**config.mk**
```make
export PLATFORM = sky130hd
export DESIGN_NAME = byte_machine_execute_unit_flat
export DESIGN_NICKNAME = d
export VERILOG_FILES = /design/src/rtl/bme_pkg.sv /design/src/rtl/bme_if.sv /design/src/rtl/byte_machine_execute_unit.sv /design/src/flat_wrapper.sv
export SDC_FILE = /design/constraint.sdc
export NUM_CORES = 1
export LEC_CHECK = 0
export BUFFER_PORTS_ARGS = -buffer_cell sky130_fd_sc_hd__buf_2
export CELL_PAD_IN_SITES_DETAIL_PLACEMENT = 0
export CELL_PAD_IN_SITES_GLOBAL_PLACEMENT = 1
export CORE_UTILIZATION = 40
export CTS_BUF_LIST = sky130_fd_sc_hd__clkbuf_16
export DETAILED_ROUTE_END_ITERATION = 10
export PLACE_DENSITY_LB_ADDON = 0.15
export SETUP_SLACK_MARGIN = 0.5
export SKIP_CTS_REPAIR_TIMING = 1
export SLEW_MARGIN = 20
export SYNTH_ARGS = -nofsm -noshare
export SYNTH_HDL_FRONTEND = slang
export SYNTH_SLANG_ARGS = --single-unit
```
**constraint.sdc**
```tcl
create_clock -name clk -period 8.05 [get_ports clk]
set_clock_uncertainty 0.05 [all_clocks]
set_input_delay 0.4025 -clock clk [delete_from_list [all_inputs] [get_ports clk]]
set_output_delay 0.4025 -clock clk [all_outputs]
set_load 0.005 [all_outputs]
```
**src/rtl/bme_pkg.sv**
```systemverilog
// package: types, codes and helper functions of the byte machine execute unit
`default_nettype none

package bme_pkg;

    localparam int unsigned MEM_WORDS_DEF = 64;
    localparam int unsigned REG_COUNT_DEF = 8;

    // instruction codes
    localparam logic [4:0] FN_MOVIMM   = 5'd0;
    localparam logic [4:0] FN_MOVREG   = 5'd1;
    localparam logic [4:0] FN_LOADIND  = 5'd2;
    localparam logic [4:0] FN_LOADDIR  = 5'd3;
    localparam logic [4:0] FN_STOREIND = 5'd4;
    localparam logic [4:0] FN_STOREDIR = 5'd5;
    localparam logic [4:0] FN_ADD      = 5'd6;
    localparam logic [4:0] FN_SUB      = 5'd7;
    localparam logic [4:0] FN_MUL      = 5'd8;
    localparam logic [4:0] FN_DIV      = 5'd9;
    localparam logic [4:0] FN_INC      = 5'd10;
    localparam logic [4:0] FN_DEC      = 5'd11;
    localparam logic [4:0] FN_SHL      = 5'd12;
    localparam logic [4:0] FN_SHR      = 5'd13;
    localparam logic [4:0] FN_ROL      = 5'd14;
    localparam logic [4:0] FN_ROR      = 5'd15;
    localparam logic [4:0] FN_READ     = 5'd16;

    localparam logic signed [16:0] EXACT_MAX = 17'sd127;
    localparam logic signed [16:0] EXACT_MIN = -17'sd128;

    typedef enum logic [2:0] {
        ST_IDLE,
        ST_RDREG,
        ST_RDMEM,
        ST_DIV,
        ST_DIVFIN,
        ST_FINISH
    } state_t;

    typedef struct packed {
        logic underflow;
        logic overflow;
        logic carry;
        logic zero;
    } flags_t;

    typedef struct packed {
        logic [7:0] value;
        flags_t     flags;
    } res_t;

    // register index modulo the register count, two compare-subtract steps
    function automatic logic [2:0] reg_mod(logic [2:0] r, int unsigned n);
        logic [4:0] v;
        logic [4:0] m;
        v = {2'b00, r};
        for (int k = 1; k >= 0; k--) begin
            m = 5'(n) << k;
            if (v >= m) v = v - m;
        end
        return v[2:0];
    endfunction

    // byte address modulo the memory size, restoring compare-subtract
    function automatic logic [8:0] mem_mod(logic [7:0] a, int unsigned n);
        logic [12:0] v;
        logic [12:0] m;
        v = {5'b0, a};
        for (int k = 4; k >= 0; k--) begin
            m = 13'(n) << k;
            if (v >= m) v = v - m;
        end
        return v[8:0];
    endfunction

    // moved byte: only zero can be set
    function automatic res_t move_result(logic [7:0] b);
        res_t r;
        r.value           = b;
        r.flags.underflow = 1'b0;
        r.flags.overflow  = 1'b0;
        r.flags.carry     = 1'b0;
        r.flags.zero      = (b == 8'h00);
        return r;
    endfunction

    // flags from the untruncated result
    function automatic res_t arith_result(logic signed [16:0] exact);
        res_t r;
        r.value           = exact[7:0];
        r.flags.zero      = (exact[7:0] == 8'h00);
        r.flags.overflow  = (exact > EXACT_MAX);
        r.flags.underflow = (exact < EXACT_MIN);
        r.flags.carry     = r.flags.overflow | r.flags.underflow;
        return r;
    endfunction

endpackage

`default_nettype wire

```
**src/rtl/bme_if.sv**
```systemverilog
// interfaces: instruction word channel and result word channel
`default_nettype none

interface bme_cmd_if;
    logic              valid;
    logic              ready;
    logic [4:0]        func;
    logic [2:0]        src_reg;
    logic [2:0]        dst_reg;
    logic              use_imm;
    logic signed [7:0] imm;
    logic [5:0]        addr;

    modport source (output valid, func, src_reg, dst_reg, use_imm, imm, addr, input ready);
    modport sink   (input valid, func, src_reg, dst_reg, use_imm, imm, addr, output ready);
endinterface

interface bme_rsp_if;
    logic              valid;
    logic              ready;
    logic signed [7:0] value;
    logic              zero_flag;
    logic              carry_flag;
    logic              overflow_flag;
    logic              underflow_flag;
    logic              error;

    modport source (output valid, value, zero_flag, carry_flag, overflow_flag,
                    underflow_flag, error, input ready);
    modport sink   (input valid, value, zero_flag, carry_flag, overflow_flag,
                    underflow_flag, error, output ready);
endinterface

`default_nettype wire

```
**src/rtl/byte_machine_execute_unit.sv**
```systemverilog
// top level: sequenced execute unit with register file and data memory
//
//  channel  dir  word contents
//  cmd      in   func, src_reg, dst_reg, use_imm, imm, addr
//  rsp      out  value, zero/carry/overflow/underflow flags, error
//
// one instruction at a time: accept, register file read, execute, commit
// moves, stores, arithmetic, shifts, read and divide by zero pass register read, then finish;
// loads add a data memory read state; divide adds 8 steps of the radix-2 divider and a final state
// the result sits in an output register; a new word is taken while it waits,
// commit of the next result holds until the output register is free
// reset clears register and memory valid bits at once, no clearing pass
`default_nettype none

module byte_machine_execute_unit
    import bme_pkg::*;
#(
    parameter int unsigned MEM_WORDS = MEM_WORDS_DEF,
    parameter int unsigned REG_COUNT = REG_COUNT_DEF
)(
    input  wire logic clk,
    input  wire logic rst_n,
    bme_cmd_if.sink   cmd,
    bme_rsp_if.source rsp
);

    localparam int unsigned RIDX_W  = $clog2(REG_COUNT);
    localparam int unsigned MADDR_W = $clog2(MEM_WORDS);

    state_t state_reg, state_next;

    // latched instruction
    logic [4:0]        func_reg;
    logic [RIDX_W-1:0] d_idx_reg;
    logic              use_imm_reg;
    logic signed [7:0] imm_reg;
    logic [5:0]        addr_reg;

    // register file and data memory
    logic [7:0]           rf_mem [REG_COUNT];
    logic [REG_COUNT-1:0] rf_vld_reg;
    logic [7:0]           data_mem [MEM_WORDS];
    logic [MEM_WORDS-1:0] mem_vld_reg;

    logic [7:0] rf_a_reg, rf_b_reg, mem_rd_reg;
    logic       rf_a_vld_reg, rf_b_vld_reg, mem_rd_vld_reg;

    // pending result and write-back
    logic [7:0]         res_value_reg, res_value_next;
    flags_t             res_flags_reg, res_flags_next;
    logic               res_err_reg, res_err_next;
    logic               reg_we_reg, reg_we_next;
    logic               mem_we_reg, mem_we_next;
    logic [MADDR_W-1:0] mem_addr_reg, mem_addr_next;
    logic               mem_re;

    // divider
    logic [7:0] rem_reg, rem_next;
    logic [7:0] quo_reg, quo_next;
    logic [7:0] dvs_reg, dvs_next;
    logic       neg_reg, neg_next;
    logic [2:0] cnt_reg, cnt_next;

    flags_t flags_reg, flags_next;

    // output register
    logic       out_valid_reg, out_valid_next;
    logic [7:0] out_value_reg;
    flags_t     out_flags_reg;
    logic       out_err_reg;

    logic              in_acc, commit;
    logic [RIDX_W-1:0] s_idx, d_idx;
    logic signed [7:0] op_s, op_d, op_b;
    logic signed [16:0] add_x, sub_x, inc_x, dec_x, quo_x, div_x;
    logic signed [15:0] prod;
    logic [7:0]         dvd_mag, dvs_mag, mv_byte;
    logic [8:0]         trial;
    res_t               res_c;

    assign in_acc = cmd.valid & cmd.ready;
    assign s_idx  = RIDX_W'(reg_mod(cmd.src_reg, REG_COUNT));
    assign d_idx  = RIDX_W'(reg_mod(cmd.dst_reg, REG_COUNT));

    // unwritten entries read as zero
    assign op_s = rf_a_vld_reg ? rf_a_reg : 8'h00;
    assign op_d = rf_b_vld_reg ? rf_b_reg : 8'h00;
    assign op_b = use_imm_reg ? imm_reg : op_s;

    assign add_x = 17'(op_d) + 17'(op_b);
    assign sub_x = 17'(op_d) - 17'(op_b);
    assign inc_x = 17'(op_d) + 17'sd1;
    assign dec_x = 17'(op_d) - 17'sd1;
    assign prod  = op_d * op_b;

    assign dvd_mag = op_d[7] ? 8'(-op_d) : 8'(op_d);
    assign dvs_mag = op_b[7] ? 8'(-op_b) : 8'(op_b);
    assign trial   = {rem_reg, quo_reg[7]};
    assign quo_x   = signed'(17'(quo_reg));
    assign div_x   = neg_reg ? -quo_x : quo_x;
    assign mv_byte = mem_rd_vld_reg ? mem_rd_reg : 8'h00;

    always_ff @(posedge clk or negedge rst_n)
    begin
        if (!rst_n)
            state_reg <= ST_IDLE;
        else
            state_reg <= state_next;
    end

    always_comb
    begin
        state_next     = state_reg;
        cmd.ready      = 1'b0;
        commit         = 1'b0;
        mem_re         = 1'b0;
        res_c          = move_result(8'h00);
        res_value_next = res_value_reg;
        res_flags_next = res_flags_reg;
        res_err_next   = res_err_reg;
        reg_we_next    = reg_we_reg;
        mem_we_next    = mem_we_reg;
        mem_addr_next  = mem_addr_reg;
        rem_next       = rem_reg;
        quo_next       = quo_reg;
        dvs_next       = dvs_reg;
        neg_next       = neg_reg;
        cnt_next       = cnt_reg;
        unique case (state_reg)
            ST_IDLE:
            begin
                cmd.ready = 1'b1;
                if (cmd.valid)
                    state_next = ST_RDREG;
            end
            ST_RDREG:
            begin
                state_next     = ST_FINISH;
                res_err_next   = 1'b0;
                reg_we_next    = 1'b0;
                mem_we_next    = 1'b0;
                res_value_next = 8'h00;
                res_flags_next = flags_reg;
                unique case (func_reg)
                    FN_MOVIMM, FN_MOVREG:
                    begin
                        res_c          = move_result(func_reg == FN_MOVIMM ? imm_reg : op_s);
                        res_value_next = res_c.value;
                        res_flags_next = res_c.flags;
                        reg_we_next    = 1'b1;
                    end
                    FN_LOADIND, FN_LOADDIR:
                    begin
                        mem_addr_next = (func_reg == FN_LOADIND) ?
                                        MADDR_W'(mem_mod(op_s, MEM_WORDS)) :
                                        MADDR_W'(mem_mod({2'b00, addr_reg}, MEM_WORDS));
                        mem_re        = 1'b1;
                        state_next    = ST_RDMEM;
                    end
                    FN_STOREIND, FN_STOREDIR:
                    begin
                        mem_addr_next  = (func_reg == FN_STOREIND) ?
                                         MADDR_W'(mem_mod(op_d, MEM_WORDS)) :
                                         MADDR_W'(mem_mod({2'b00, addr_reg}, MEM_WORDS));
                        res_c          = move_result(op_s);
                        res_value_next = res_c.value;
                        res_flags_next = res_c.flags;
                        mem_we_next    = 1'b1;
                    end
                    FN_ADD, FN_SUB, FN_MUL, FN_INC, FN_DEC:
                    begin
                        priority case (func_reg)
                            FN_ADD:  res_c = arith_result(add_x);
                            FN_SUB:  res_c = arith_result(sub_x);
                            FN_MUL:  res_c = arith_result(17'(prod));
                            FN_INC:  res_c = arith_result(inc_x);
                            default: res_c = arith_result(dec_x);
                        endcase
                        res_value_next = res_c.value;
                        res_flags_next = res_c.flags;
                        reg_we_next    = 1'b1;
                    end
                    FN_DIV:
                    begin
                        if (op_b == 8'sd0)
                            res_err_next = 1'b1;
                        else
                        begin
                            rem_next   = 8'h00;
                            quo_next   = dvd_mag;
                            dvs_next   = dvs_mag;
                            neg_next   = op_d[7] ^ op_b[7];
                            cnt_next   = 3'd0;
                            state_next = ST_DIV;
                        end
                    end
                    FN_SHL, FN_SHR, FN_ROL, FN_ROR:
                    begin
                        priority case (func_reg)
                            FN_SHL:  res_value_next = {op_d[6:0], 1'b0};
                            FN_SHR:  res_value_next = {1'b0, op_d[7:1]};
                            FN_ROL:  res_value_next = {op_d[6:0], op_d[7]};
                            default: res_value_next = {op_d[0], op_d[7:1]};
                        endcase
                        res_flags_next.underflow = 1'b0;
                        res_flags_next.overflow  = 1'b0;
                        res_flags_next.carry     = (func_reg == FN_SHL || func_reg == FN_ROL) ?
                                                   op_d[7] : op_d[0];
                        res_flags_next.zero      = (res_value_next == 8'h00);
                        reg_we_next              = 1'b1;
                    end
                    FN_READ:
                        res_value_next = op_s;
                    default:
                        res_value_next = 8'h00;
                endcase
            end
            ST_RDMEM:
            begin
                res_c          = move_result(mv_byte);
                res_value_next = res_c.value;
                res_flags_next = res_c.flags;
                reg_we_next    = 1'b1;
                state_next     = ST_FINISH;
            end
            ST_DIV:
            begin
                // one quotient bit per cycle
                if (trial >= {1'b0, dvs_reg})
                begin
                    rem_next = 8'(trial - {1'b0, dvs_reg});
                    quo_next = {quo_reg[6:0], 1'b1};
                end
                else
                begin
                    rem_next = trial[7:0];
                    quo_next = {quo_reg[6:0], 1'b0};
                end
                cnt_next = cnt_reg + 3'd1;
                if (&cnt_reg)
                    state_next = ST_DIVFIN;
            end
            ST_DIVFIN:
            begin
                res_c          = arith_result(div_x);
                res_value_next = res_c.value;
                res_flags_next = res_c.flags;
                reg_we_next    = 1'b1;
                state_next     = ST_FINISH;
            end
            ST_FINISH:
            begin
                if (!out_valid_reg || rsp.ready)
                begin
                    commit     = 1'b1;
                    state_next = ST_IDLE;
                end
            end
            default:
                state_next = ST_IDLE;
        endcase
    end

    always_comb
    begin
        flags_next = commit ? res_flags_reg : flags_reg;
        if (commit)
            out_valid_next = 1'b1;
        else if (rsp.ready)
            out_valid_next = 1'b0;
        else
            out_valid_next = out_valid_reg;
    end

    // control state
    always_ff @(posedge clk or negedge rst_n)
    begin
        if (!rst_n)
        begin
            flags_reg     <= '0;
            out_valid_reg <= 1'b0;
            rf_vld_reg    <= '0;
            mem_vld_reg   <= '0;
            reg_we_reg    <= 1'b0;
            mem_we_reg    <= 1'b0;
            res_err_reg   <= 1'b0;
            cnt_reg       <= 3'd0;
        end
        else
        begin
            flags_reg     <= flags_next;
            out_valid_reg <= out_valid_next;
            reg_we_reg    <= reg_we_next;
            mem_we_reg    <= mem_we_next;
            res_err_reg   <= res_err_next;
            cnt_reg       <= cnt_next;
            if (commit && reg_we_reg)
                rf_vld_reg[d_idx_reg] <= 1'b1;
            if (commit && mem_we_reg)
                mem_vld_reg[mem_addr_reg] <= 1'b1;
        end
    end

    // payload
    always_ff @(posedge clk)
    begin
        res_value_reg <= res_value_next;
        res_flags_reg <= res_flags_next;
        mem_addr_reg  <= mem_addr_next;
        rem_reg       <= rem_next;
        quo_reg       <= quo_next;
        dvs_reg       <= dvs_next;
        neg_reg       <= neg_next;
        if (in_acc)
        begin
            func_reg    <= cmd.func;
            d_idx_reg   <= d_idx;
            use_imm_reg <= cmd.use_imm;
            imm_reg     <= cmd.imm;
            addr_reg    <= cmd.addr;
        end
        if (commit)
        begin
            out_value_reg <= res_value_reg;
            out_flags_reg <= res_flags_reg;
            out_err_reg   <= res_err_reg;
        end
    end

    // register file: two read ports, one write port
    always_ff @(posedge clk)
    begin
        if (in_acc)
        begin
            rf_a_reg     <= rf_mem[s_idx];
            rf_b_reg     <= rf_mem[d_idx];
            rf_a_vld_reg <= rf_vld_reg[s_idx];
            rf_b_vld_reg <= rf_vld_reg[d_idx];
        end
        if (commit && reg_we_reg)
            rf_mem[d_idx_reg] <= res_value_reg;
    end

    // data memory: one read port, one write port
    always_ff @(posedge clk)
    begin
        if (mem_re)
        begin
            mem_rd_reg     <= data_mem[mem_addr_next];
            mem_rd_vld_reg <= mem_vld_reg[mem_addr_next];
        end
        if (commit && mem_we_reg)
            data_mem[mem_addr_reg] <= res_value_reg;
    end

    assign rsp.valid          = out_valid_reg;
    assign rsp.value          = out_value_reg;
    assign rsp.zero_flag      = out_flags_reg.zero;
    assign rsp.carry_flag     = out_flags_reg.carry;
    assign rsp.overflow_flag  = out_flags_reg.overflow;
    assign rsp.underflow_flag = out_flags_reg.underflow;
    assign rsp.error          = out_err_reg;

    a_accept_reads: assert property (@(posedge clk) disable iff (!rst_n)
        in_acc |=> state_reg == ST_RDREG)
        else $error("accepted word did not move to register read");

    a_div_length: assert property (@(posedge clk) disable iff (!rst_n)
        (state_reg == ST_DIV && cnt_reg == 3'd7) |=> state_reg == ST_DIVFIN)
        else $error("divider did not finish after eight steps");

    a_err_no_write: assert property (@(posedge clk) disable iff (!rst_n)
        (state_reg == ST_FINISH && res_err_reg) |-> (!reg_we_reg && !mem_we_reg))
        else $error("divide by zero would write state");

    a_out_from_commit: assert property (@(posedge clk) disable iff (!rst_n)
        $rose(out_valid_reg) |-> $past(state_reg == ST_FINISH))
        else $error("result appeared without a commit");

endmodule

`default_nettype wire
```
**src/flat_wrapper.sv**
```systemverilog
// flat-port wrapper written by rule: the top's interface ports become plain ports
module byte_machine_execute_unit_flat import bme_pkg::*;
#(
    parameter int unsigned MEM_WORDS = MEM_WORDS_DEF,
    parameter int unsigned REG_COUNT = REG_COUNT_DEF
)
  (clk, rst_n, cmd_valid, cmd_func, cmd_src_reg, cmd_dst_reg, cmd_use_imm, cmd_imm, cmd_addr, cmd_ready, rsp_valid, rsp_value, rsp_zero_flag, rsp_carry_flag, rsp_overflow_flag, rsp_underflow_flag, rsp_error, rsp_ready);
  bme_cmd_if cmd_i ();
  bme_rsp_if rsp_i ();
  input  wire logic clk;
  input  wire logic rst_n;
  input wire logic [$bits(cmd_i.valid)-1:0] cmd_valid;
  input wire logic [$bits(cmd_i.func)-1:0] cmd_func;
  input wire logic [$bits(cmd_i.src_reg)-1:0] cmd_src_reg;
  input wire logic [$bits(cmd_i.dst_reg)-1:0] cmd_dst_reg;
  input wire logic [$bits(cmd_i.use_imm)-1:0] cmd_use_imm;
  input wire logic [$bits(cmd_i.imm)-1:0] cmd_imm;
  input wire logic [$bits(cmd_i.addr)-1:0] cmd_addr;
  output wire logic [$bits(cmd_i.ready)-1:0] cmd_ready;
  output wire logic [$bits(rsp_i.valid)-1:0] rsp_valid;
  output wire logic [$bits(rsp_i.value)-1:0] rsp_value;
  output wire logic [$bits(rsp_i.zero_flag)-1:0] rsp_zero_flag;
  output wire logic [$bits(rsp_i.carry_flag)-1:0] rsp_carry_flag;
  output wire logic [$bits(rsp_i.overflow_flag)-1:0] rsp_overflow_flag;
  output wire logic [$bits(rsp_i.underflow_flag)-1:0] rsp_underflow_flag;
  output wire logic [$bits(rsp_i.error)-1:0] rsp_error;
  input wire logic [$bits(rsp_i.ready)-1:0] rsp_ready;
  assign cmd_i.valid = cmd_valid;
  assign cmd_i.func = cmd_func;
  assign cmd_i.src_reg = cmd_src_reg;
  assign cmd_i.dst_reg = cmd_dst_reg;
  assign cmd_i.use_imm = cmd_use_imm;
  assign cmd_i.imm = cmd_imm;
  assign cmd_i.addr = cmd_addr;
  assign cmd_ready = cmd_i.ready;
  assign rsp_valid = rsp_i.valid;
  assign rsp_value = rsp_i.value;
  assign rsp_zero_flag = rsp_i.zero_flag;
  assign rsp_carry_flag = rsp_i.carry_flag;
  assign rsp_overflow_flag = rsp_i.overflow_flag;
  assign rsp_underflow_flag = rsp_i.underflow_flag;
  assign rsp_error = rsp_i.error;
  assign rsp_i.ready = rsp_ready;
  byte_machine_execute_unit #(.MEM_WORDS(MEM_WORDS), .REG_COUNT(REG_COUNT)) u_core (.clk(clk), .rst_n(rst_n), .cmd(cmd_i), .rsp(rsp_i));
endmodule
```
==> results of run 1 <==
## final timing paths
kind	start	end	slack [ns]
setup / recovery	u_core.rf_b_vld_reg	u_core.res_flags_reg[1]	1.10
hold / removal	rsp_ready	u_core.rsp.valid	0.05
setup reg to reg	u_core.rf_b_vld_reg	u_core.res_flags_reg[1]	1.10
hold reg to reg	u_core.mem_vld_reg[6]	u_core.mem_vld_reg[6]	0.41
max in group asynchronous	rst_n	u_core.rf_vld_reg[5]	6.40
min in group asynchronous	rst_n	u_core.mem_vld_reg[63]	0.19
## metrics by stage
stage / cells / hold WS (ns) / util (%) / setup WS (ns) / area [µm²]
3_5_place_dp: 3404 / 0.330 / 42.3 / 0.758 / 36800
4_1_cts: 3561 / -0.372 / 45.4 / 0.682 / 39500
6_report: 3582 / 0.0452 / 45.6 / 1.10 / 39700
2_1_floorplan: 2278 / 0.0569 / - / 1.68 / 35300
5_1_grt: 3582 / 0.0609 / 45.6 / 0.604 / 39700
3_3_place_gp: 3404 / 0.317 / 42.3 / 0.852 / 36800
## area by class of cell
| class | count | area, µm² | share of cell area [%] |
|---|---|---|---|
| sequential | 768 | 22600 | 56.8 |
| clock buffer | 85 | 2130 | 5.35 |
| timing repair buffer | 98 | 718 | 1.81 |
| tap | 1155 | 1450 | 3.64 |
| clock inverter | 72 | 566 | 1.42 |
| inverter | 134 | 507 | 1.27 |
| multi-input combinational | 1270 | 11800 | 29.7 |
## per-layer routing
metal,up-vias,part of all wire [%]
met3,159,4.6
li1,8931,-
met5,-,0.026
met1,10600,43
met2,580,49
met4,4,3.3
## cells in the mapped netlist (all sizes together) (6+ instances only)
cell type	n	share of area [%]
a211oi	12	0.25
a21oi	43	0.61
a221oi	17	0.42
a22o	20	0.50
a22oi	51	1.1
a31oi	16	0.28
and2	9	0.16
and3	14	0.25
buf	42	0.72
clkbuf	64	0.68
clkinv	7	0.074
dfrtp	86	6.1
dfxtp	6	0.34
edfxtp	676	57
fa	58	3.3
ha	66	2.3
inv	127	1.3
mux2	23	0.73
mux2i	12	0.34
mux4	180	11
nand2	134	1.4
nand2b	12	0.21
nand3	27	0.38
nand3b	6	0.13
nand4	10	0.18
nor2	184	2.0
nor2b	17	0.30
nor3	33	0.47
nor4	14	0.25
o21a	10	0.21
o21ai	62	0.89
o221ai	13	0.32
o22ai	13	0.23
o31ai	8	0.17
or2	78	1.4
or3	9	0.16
or4	6	0.14
xnor2	42	1.0
xor2	15	0.37
## power by group through the flow
stage | Combinational [mW] | Clock (mW) | Sequential, mW
6_report | 4.34 | 3.73 | 5.24
5_1_grt | 4.70 | 3.95 | 5.27
4_1_cts | 4.41 | 3.82 | 5.24
3_5_place_dp | 4.40 | 0 | 5.32
3_3_place_gp | 4.34 | 0 | 5.31
2_1_floorplan | 2.68 | 0 | 5.44
## cells by family after synthesis
family          Yosys count  synth area share (%)
buf+inv                 240                  2.82
flops                   768                  63.9
mux                     215                  12.5
simple gates            565                  7.67
fa+ha+maj               124                  5.62
xor+xnor                 57                  1.41
compound gates          309                  6.06
## placed cells by master, fill, tap and decap left out, types with 8 or more instances in the layout
cell           Yosys  routed
o21ai_0           53      53
mux2i_1           12      12
o21a_1            10       9
fa_1              58      58
inv_1            124     146
xnor2_1           42      42
or3_1              9       9
mux2_2            23      23
clkbuf_16          0      85
nand2_1          134     134
a22oi_1           51      51
nor3_1            33      31
xor2_1            15      15
dfrtp_1           86      86
clkinv_2           0      15
dlygate4sd3_1      0      21
nor4_1            14      14
o21ai_1            8       8
buf_4              5      31
edfxtp_1         676     676
o22ai_1           13      13
a22o_1            20      20
o31ai_1            8       8
a31oi_1           16      16
a21oi_1           43      43
nand3_1           27      27
ha_1              66      66
and2_1             9       8
nor2_1           184     183
buf_2             20      43
mux4_2           180     180
nor2b_1           17      15
o221ai_1          13      13
a211oi_1          12      11
a221oi_1          17      17
nand4_1           10      10
or2_2             78      78
clkinv_1           7      25
nand2b_1          12      12
and3_1            14      14
## worst register-to-register path: stages, from the launching register on
cell and delay, ns:
edfxtp_1 0.64, and2_1 0.53, clkinvlp_4 0.45, nor2_1 0.29, ha_1 0.30, inv_1 0.15, fa_1 0.55, inv_1 0.05
fa_1 0.47, inv_1 0.05, fa_1 0.53, inv_1 0.04, ha_1 0.34, and3_1 0.20, a21oi_1 0.11, nand3_1 0.15
and3_1 0.18, or3_1 0.40, o311ai_0 0.36, buf_4 0.21, o311a_1 0.19, nand2_1 0.06, a311o_1 0.37
==> metrics.log, run 1 <==
INFO  metric maximum_number_of_pins_on_one_net_before_global_route_repair = 100
INFO  metric clockRootBuffer = clkbuf_16
INFO  metric timing_worst_slew_pin_value = 1.11 ns
INFO  metric floorplan.io_pins = 45
INFO  metric hold_path_depth = 3
INFO  metric outcome = finished clean
INFO  metric crit_path_max_incr_delay = 0.64 ns
INFO  metric grt_use_total = 21.6%
INFO  metric grt_antenna_before_repair = 2
INFO  metric end_kind = flip-flop
INFO  metric worstSetupStartpointType = flip-flop
INFO  metric cts.reportedPaths.clkPinSlew = 0.06 ns
INFO  metric grt_pass1_wl = 142000 µm
INFO  metric hold_viol = 0
INFO  metric pwr-share-comb = 32.6%
INFO  metric required = 8.37 ns
INFO  metric crit_path_max_fanout = 16
INFO  metric period_share = 86.4%
INFO  metric grt_setup_unrepaired = false
INFO  metric synthesized_nets = 2432
INFO  metric global_route.usage.met3 = 2.99%
INFO  metric cts-htree-levels = 3
INFO  metric fill_cells = 7719
INFO  metric sw_ratio = 34.4%
INFO  metric crit_path_cell_trace = and2_1, clkinvlp_4, nor2_1, ha_1, inv_1, fa_1, inv_1, fa_1, inv_1, fa_1, inv_1, ha_1, and3_1, a21oi_1, nand3_1, and3_1, or3_1, o311ai_0, buf_4, o311a_1, nand2_1, a311o_1
INFO  metric sequentialPowerShare = 39.4%
INFO  metric port_buffers = 44
INFO  metric ys_ff_latch = 768
INFO  metric drt_drc_violations_left = 0
INFO  metric dr.pass1.iters = 6
INFO  metric source_to_sink_clock_delay_at_the_later_pin_of_the_worst_skew_pair = 0.65 ns
INFO  metric cts_buffers = 85
INFO  metric ant_nets = 0
INFO  metric netSwitchingPower = 4.58 mW
INFO  metric worst-endpoint-arrival = 7.27 ns
INFO  metric syn_inst = 2278
INFO  metric groute.layer.met1.usage = 29.3%
INFO  metric overall_routed_net_length = 95900 µm
INFO  metric share_clk_of_total_power = 28.0%
INFO  metric critical-path-top-cell-by-count = inv_1
INFO  metric synth-edff-count = 676
INFO  metric hpwl = 61400 µm
INFO  metric power.density_cell_area = 335 mW/mm²
INFO  metric globalRoute.totalOverflow = 0
INFO  metric detailroute.via_count = 20200
INFO  metric cpLargestDelayFamily = adder cells
INFO  metric num_rows = 108
INFO  metric report.final.setup_viol = 0
INFO  metric post_route_cells_drive_above_1_share = 20.2%
INFO  metric critPathBufInv = 6
INFO  metric core-area = 0.0872 mm²
INFO  metric max_slew_margin = 25.5%
INFO  metric die-width = 299 µm
INFO  metric yosysSeqAreaShare = 63.9%
INFO  metric initial_core_util = 40.5%
INFO  metric timing_worst_setup_path_type = reg -> reg
INFO  metric drt-initial-drc-count = 1672
INFO  metric area.growth.synth_to_final = 12.5%
INFO  metric irDropWorstVdd = 0.378 mV
INFO  metric post-layout-total-power = 13.3 mW
INFO  metric synth.lib_cells_used.distinct = 71
INFO  metric finalMaxSlewViolations = 0
INFO  metric shortest_clock_period_the_worst_path_allows_after_layout = 6.95 ns
INFO  metric yosys_warnings = 0
INFO  metric ant_diodes = 0
INFO  metric clock.fmax = 144 MHz
INFO  metric fp.dieH = 299 µm
INFO  metric cellLeakagePower = 14.1 nW
INFO  metric cts_num_sinks = 768
INFO  metric grt_max_usage_layer = met2
INFO  metric clock_path_buffers = 3
INFO  metric dieArea = 0.0895 mm²
INFO  metric first_global_vias = 20900
INFO  metric grt_use_met2 = 35.7%
INFO  metric r2r.worst_path.cells = 22
INFO  metric cts_tree = done
INFO  metric finish.net_count = 2511
INFO  metric globalplace.congestion = 0.935
INFO  metric detail_route.wl_per_cell = 26.8 µm
INFO  metric worst_hold_path_type = in -> reg
INFO  metric timing.setup.tns = 0 ns
INFO  metric timing.critical_path.depth = 22
INFO  metric synthesis.area_per_instance = 15.5 µm²
INFO  metric synthesis.area = 0.0353 mm²
INFO  metric crit_slowest_cell = edfxtp_1
INFO  metric largest_register_ffs = 512
INFO  metric vias_per_cell = 5.65
INFO  metric cell_internal_pwr = 8.73 mW
INFO  metric cap_viol_max_count = 0
INFO  metric async_flop_share = 11.2%
INFO  metric postSynth.topFlopCell = edfxtp_1
(Power assumes the default switching activity.)
==> run 2, diff against run 1 <==
--- a/config.mk
+++ b/config.mk
@@ -8,6 +8,8 @@
 export BUFFER_PORTS_ARGS = -buffer_cell sky130_fd_sc_hd__buf_2
 export CELL_PAD_IN_SITES_DETAIL_PLACEMENT = 0
 export CELL_PAD_IN_SITES_GLOBAL_PLACEMENT = 1
+export CORE_ASPECT_RATIO = 0.8
+export CORE_MARGIN = 2
 export CORE_UTILIZATION = 40
 export CTS_BUF_LIST = sky130_fd_sc_hd__clkbuf_16
 export DETAILED_ROUTE_END_ITERATION = 10
==> metrics.log, run 2 (synthesized netlist as in run 1, its figures left out) <==
INFO  metric outcome = finished clean
INFO  metric worst-r2r-setup-slack = 0.97 ns
INFO  metric crit_path_max_fanout = 11
INFO  metric dp_cells = 3441
INFO  metric r2r.worst_path.cells = 18
INFO  metric post_layout_nonfiller_instances = 3611
INFO  metric source_to_sink_clock_delay_at_the_later_pin_of_the_worst_skew_pair = 0.65 ns
INFO  metric clock_path_buffers = 3
INFO  metric routed-wl-met2 = 41100 µm
INFO  metric drt_drc_violations_left = 0
INFO  metric hold_viol = 0
INFO  metric largest_register_ffs = 512
INFO  metric cts_num_sinks = 768
INFO  metric worst_hold_path_type = in -> reg
INFO  metric grt_antenna_before_repair = 2
INFO  metric timing_worst_slew_pin_value = 1.14 ns
INFO  metric overall_routed_net_length = 95500 µm
INFO  metric irDropWorstVdd = 0.218 mV
INFO  metric die-width = 336 µm
INFO  metric required = 8.39 ns
INFO  metric floorplan.io_pins = 45
INFO  metric crit_path_max_incr_delay = 0.65 ns
INFO  metric port_buffers = 44
INFO  metric hpwl = 63000 µm
INFO  metric globalRoute.totalOverflow = 0
INFO  metric first_global_vias = 20700
INFO  metric worstHoldStart = cmd_valid
INFO  metric finalInstanceArea = 0.0396 mm²
INFO  metric maximum_number_of_pins_on_one_net_before_global_route_repair = 74
INFO  metric end_kind = flip-flop
INFO  metric core-area = 0.0875 mm²
INFO  metric final_common_cell = edfxtp_1
INFO  metric worst-endpoint-arrival = 7.43 ns
INFO  metric max_slew_margin = 23.7%
INFO  metric clockRootBuffer = clkbuf_16
INFO  metric grt_use_total = 21.3%
INFO  metric dr.pass1.iters = 6
INFO  metric hold_path_depth = 3
INFO  metric post-layout-total-power = 13.1 mW
INFO  metric route.met3.wl = 7640 µm
INFO  metric finalMaxSlewViolations = 0
INFO  metric fp.dieH = 270 µm
INFO  metric crit_path_cell_trace = nand2_1, o21ai_1, clkinv_1, nor2_1, fa_1, inv_1, fa_1, fa_1, fa_1, inv_1, ha_1, and3_1, and3_1, or3_1, o311ai_0, o311a_1, nand2_1, a311o_1
INFO  metric power.density_cell_area = 331 mW/mm²
INFO  metric critical-path-top-cell-by-count = fa_1
INFO  metric crit_slowest_cell = o311ai_0
INFO  metric cts-htree-levels = 3
INFO  metric detail_route.wl_per_cell = 26.4 µm
INFO  metric min_to = u_core.state_reg[0]
INFO  metric drt-initial-drc-count = 2032
INFO  metric timing_worst_setup_path_type = reg -> reg
INFO  metric cts_tree = done
INFO  metric routedLengthMet1 = 45100 µm
INFO  metric period_share = 88.0%
INFO  metric area.growth.synth_to_final = 12.1%
INFO  metric post_route_cells_drive_above_1_share = 19.9%
INFO  metric route.top_layer_used = met5
INFO  metric worstSetupStartpointType = flip-flop
INFO  metric report.final.setup_viol = 0
INFO  metric num_rows = 97
INFO  metric initial_core_util = 40.4%
INFO  metric mostFrequentLayoutCells = edfxtp_1, nor2_1, mux4_2, inv_1, nand2_1
INFO  metric timing.setup.tns = 0 ns
INFO  metric globalplace.congestion = 0.932
INFO  metric crit-reg2reg-capture = u_core.res_flags_reg[1]
INFO  metric finish.net_count = 2511
INFO  metric cap_viol_max_count = 0
INFO  metric place_area = 0.0369 mm²
INFO  metric cts.reportedPaths.clkPinSlew = 0.07 ns
INFO  metric cellLeakagePower = 14.0 nW
INFO  metric grt_pass1_wl = 141000 µm
INFO  metric vias_per_cell = 5.70
INFO  metric clock.fmax = 141 MHz
INFO  metric regToRegStartpoint = u_core.rf_a_vld_reg
INFO  metric shortest_clock_period_the_worst_path_allows_after_layout = 7.08 ns
INFO  metric ant_diodes = 0
INFO  metric dieArea = 0.0908 mm²
INFO  metric ant_nets = 0
INFO  metric grt_setup_unrepaired = false
INFO  metric detailroute.via_count = 20600
INFO  metric cts_buffers = 81
run 2: metal layers:
layer	GRT usage [%]	vias up
li1	-	8936
met1	33.4	10800
met2	30.0	765
met3	4.87	102
met4	4.63	2
met5	0	-
run 2: how the worst max path moves through the flow:
stage / slack (ns) / end / cells after the start / from
2_1_floorplan: 1.68 / u_core.res_flags_reg[1] / 22 / u_core.use_imm_reg
3_3_place_gp: 1.02 / u_core.res_flags_reg[1] / 21 / u_core.rf_a_vld_reg
3_5_place_dp: 1.01 / u_core.res_flags_reg[1] / 18 / u_core.rf_a_vld_reg
4_1_cts: 0.98 / u_core.res_flags_reg[1] / 18 / u_core.rf_a_vld_reg
5_1_grt: 0.51 / u_core.res_flags_reg[1] / 20 / u_core.rf_a_vld_reg
6_report: 0.97 / u_core.res_flags_reg[1] / 18 / u_core.rf_a_vld_reg
run 2: area by class of cell:
cell class	instances	area, µm²
fill	7714	47900
sequential	768	22600
multi-input combinational	1270	11800
clock buffer	83	2080
tap	1188	1490
timing repair buffer	102	748
inverter	134	503
clock inverter	66	424
run 2: where the power goes:
group / switching [mW] / internal [mW]
combinational: 2.80 / 1.54
clock: 1.56 / 1.97
sequential: 0.189 / 5.06
total: 4.55 / 8.58
run 2: critical path, delay by kind of cell, from the launching register on:
kind	cells	cell delay, ns
fa+ha+maj	5	2.38
buf+inv	3	0.69
simple gates	6	1.33
flops	1	0.53
compound gates	4	1.85
run 2: stage by stage:
stage / hold slack (ns) / util [%] / setup WS, ns
2_1_floorplan: 0.0569 / - / 1.68
3_3_place_gp: 0.318 / 42.2 / 1.02
3_5_place_dp: 0.318 / 42.2 / 1.01
4_1_cts: -0.384 / 45.0 / 0.982
5_1_grt: 0.0913 / 45.3 / 0.506
6_report: 0.104 / 45.3 / 0.968
==> run 3, diff against run 2 <==
--- a/config.mk
+++ b/config.mk
@@ -14,6 +14,7 @@
 export CTS_BUF_LIST = sky130_fd_sc_hd__clkbuf_16
 export DETAILED_ROUTE_END_ITERATION = 10
 export PLACE_DENSITY_LB_ADDON = 0.15
+export REMOVE_ABC_BUFFERS = 1
 export SETUP_SLACK_MARGIN = 0.5
 export SKIP_CTS_REPAIR_TIMING = 1
 export SLEW_MARGIN = 20
==> metrics.log, run 3 (synthesized netlist as in run 1, its figures left out) <==
INFO  metric worstSetupStartpointType = flip-flop
INFO  metric cellLeakagePower = 14.0 nW
INFO  metric max_slew_margin = 25.4%
INFO  metric grt_use_total = 21.3%
INFO  metric clock.fmax = 144 MHz
INFO  metric timing_worst_slew_pin_value = 1.11 ns
INFO  metric globalRoute.totalOverflow = 0
INFO  metric cts.reportedPaths.clkPinSlew = 0.07 ns
INFO  metric worst-endpoint-arrival = 7.29 ns
INFO  metric cts_num_sinks = 768
INFO  metric sequentialPowerShare = 39.8%
INFO  metric core-area = 0.0875 mm²
INFO  metric grt_setup_unrepaired = false
INFO  metric crit_path_max_incr_delay = 0.56 ns
INFO  metric num_rows = 97
INFO  metric final_core_utilization = 45.3%
INFO  metric regToRegStartpoint = u_core.rf_a_vld_reg
INFO  metric crit_path_cell_trace = nand2_1, o21a_1, inv_1, ha_1, inv_1, fa_1, inv_1, fa_1, fa_1, inv_1, fa_1, inv_1, ha_1, and3_1, a21oi_1, nand3_1, and3_1, or3_1, o311ai_0, o311a_1, nand2_1, a311o_1
INFO  metric maximum_number_of_pins_on_one_net_before_global_route_repair = 74
INFO  metric grt_pass1_wl = 142000 µm
INFO  metric grt_antenna_before_repair = 0
INFO  metric cap_viol_max_count = 0
INFO  metric critical-path-top-cell-by-count = inv_1
INFO  metric pwr-share-comb = 33.9%
INFO  metric drt_drc_violations_left = 0
INFO  metric mostFrequentLayoutCells = edfxtp_1, nor2_1, mux4_2, inv_1, nand2_1
INFO  metric r2r.worst_path.cells = 22
INFO  metric post-layout-total-power = 13.1 mW
INFO  metric area.growth.synth_to_final = 12.2%
INFO  metric detail_route.wl_per_cell = 26.5 µm
INFO  metric netSwitchingPower = 4.63 mW
INFO  metric cts-htree-levels = 3
INFO  metric die-width = 336 µm
INFO  metric end_kind = flip-flop
INFO  metric worst-r2r-setup-slack = 1.10 ns
INFO  metric min_to = u_core.rsp.valid
INFO  metric share_clk_of_total_power = 26.4%
INFO  metric initial_core_util = 40.4%
INFO  metric overall_routed_net_length = 95800 µm
INFO  metric report.final.setup_viol = 0
INFO  metric irDropWorstVdd = 0.251 mV
INFO  metric cts_buffers = 79
INFO  metric drt-initial-drc-count = 2121
INFO  metric timing_worst_setup_path_type = reg -> reg
INFO  metric dr.pass1.iters = 7
INFO  metric globalplace.congestion = 0.904
INFO  metric worst_hold_path_type = in -> reg
INFO  metric floorplan.io_pins = 45
INFO  metric worstHoldStart = rsp_ready
INFO  metric hold_path_depth = 3
INFO  metric fp.dieH = 270 µm
INFO  metric required = 8.40 ns
INFO  metric finish.net_count = 2518
INFO  metric crit_slowest_cell = edfxtp_1
INFO  metric clockRootBuffer = clkbuf_16
INFO  metric hpwl = 63800 µm
INFO  metric crit-reg2reg-capture = u_core.res_flags_reg[1]
INFO  metric first_global_vias = 20900
INFO  metric ant_nets = 0
INFO  metric power.density_cell_area = 332 mW/mm²
INFO  metric clock_path_buffers = 3
INFO  metric period_share = 86.3%
INFO  metric hold_viol = 0
INFO  metric crit_path_max_fanout = 11
INFO  metric cell_internal_pwr = 8.52 mW
INFO  metric fill_cells = 7673
INFO  metric critPathBufInv = 5
INFO  metric port_buffers = 44
INFO  metric finalMaxSlewViolations = 0
INFO  metric cpLargestDelayFamily = adder cells
INFO  metric ant_diodes = 0
INFO  metric detailroute.via_count = 20600
INFO  metric post_route_cells_drive_above_1_share = 20.3%
INFO  metric cts_tree = done
INFO  metric shortest_clock_period_the_worst_path_allows_after_layout = 6.95 ns
INFO  metric dieArea = 0.0908 mm²
INFO  metric final_common_cell = edfxtp_1
INFO  metric source_to_sink_clock_delay_at_the_later_pin_of_the_worst_skew_pair = 0.65 ns
INFO  metric outcome = finished clean
INFO  metric vias_per_cell = 5.71
INFO  metric sw_ratio = 35.2%
INFO  metric largest_register_ffs = 512
## run 3: cell count changes in the layout (fill, tap and decap cells not counted), moves of 2 or more
cell | previous run | this run
inv_6 | 3 | 1
clkbuf_16 | 83 | 79
inv_1 | 149 | 146
inv_16 | 1 | 4
clkinv_2 | 11 | 14
buf_4 | 35 | 43
buf_16 | 0 | 2
## run 3: through the flow
stage / worst slack (ns) / instances / TNS, ns / area [µm²] / hold slack [ns]
2_1_floorplan: -1.70 / 2172 / -4.59 / 34800 / 0.0569
3_3_place_gp: 1.03 / 3448 / 0 / 36900 / 0.285
3_5_place_dp: 0.905 / 3450 / 0 / 37000 / 0.294
4_1_cts: 0.910 / 3596 / 0 / 39400 / -0.414
5_1_grt: 0.705 / 3617 / 0 / 39600 / 0.0783
6_report: 1.10 / 3617 / 0 / 39600 / 0.0923
## run 3: worst min-delay path, delay by kind of cell
| family | cells | cell delay [ns] |
|---|---|---|
| buffers and inverters | 1 | 0.07 |
| and+or+nand+nor | 2 | 0.26 |
## run 3: worst max path at each step
| stage | from | to | slack [ns] | cells past startpoint |
|---|---|---|---|---|
| global route | u_core.rf_a_vld_reg | u_core.res_flags_reg[1] | 0.70 | 20 |
| floorplan | u_core.state_reg[0] | u_core.mem_rd_vld_reg | -1.70 | 9 |
| global placement | u_core.rf_a_vld_reg | u_core.res_flags_reg[1] | 1.03 | 21 |
| detailed placement | u_core.rf_a_vld_reg | u_core.res_flags_reg[1] | 0.91 | 18 |
| CTS | u_core.rf_a_vld_reg | u_core.res_flags_reg[1] | 0.91 | 18 |
| finish | u_core.rf_a_vld_reg | u_core.res_flags_reg[1] | 1.10 | 22 |
## run 3: cell type report
cell class,instances,area (µm²),share of cell area (%)
clock buffer,79,1980,4.99
tap,1188,1490,3.75
clock inverter,67,448,1.13
timing repair buffer,111,843,2.13
sequential,768,22600,56.9
multi-input combinational,1270,11800,29.8
inverter,134,503,1.27
## run 3: power by group through the flow
| stage | Sequential [mW] | Combinational [mW] | Clock (mW) |
|---|---|---|---|
| 6_report | 5.23 | 4.46 | 3.47 |
| 5_1_grt | 5.25 | 4.83 | 3.70 |
| 4_1_cts | 5.22 | 4.48 | 3.54 |
| 3_5_place_dp | 5.30 | 4.45 | 0 |
| 3_3_place_gp | 5.29 | 4.37 | 0 |
| 2_1_floorplan | 5.47 | 2.77 | 0 |
## run 3: layer usage
layer  up-vias  wire (µm)  GRT usage [%]
met5         -          0              0
met4         0       1730           4.52
met3       120       6380           4.04
met2       708      40800           29.9
met1     10900      46900           34.1
li1       8956          -              -
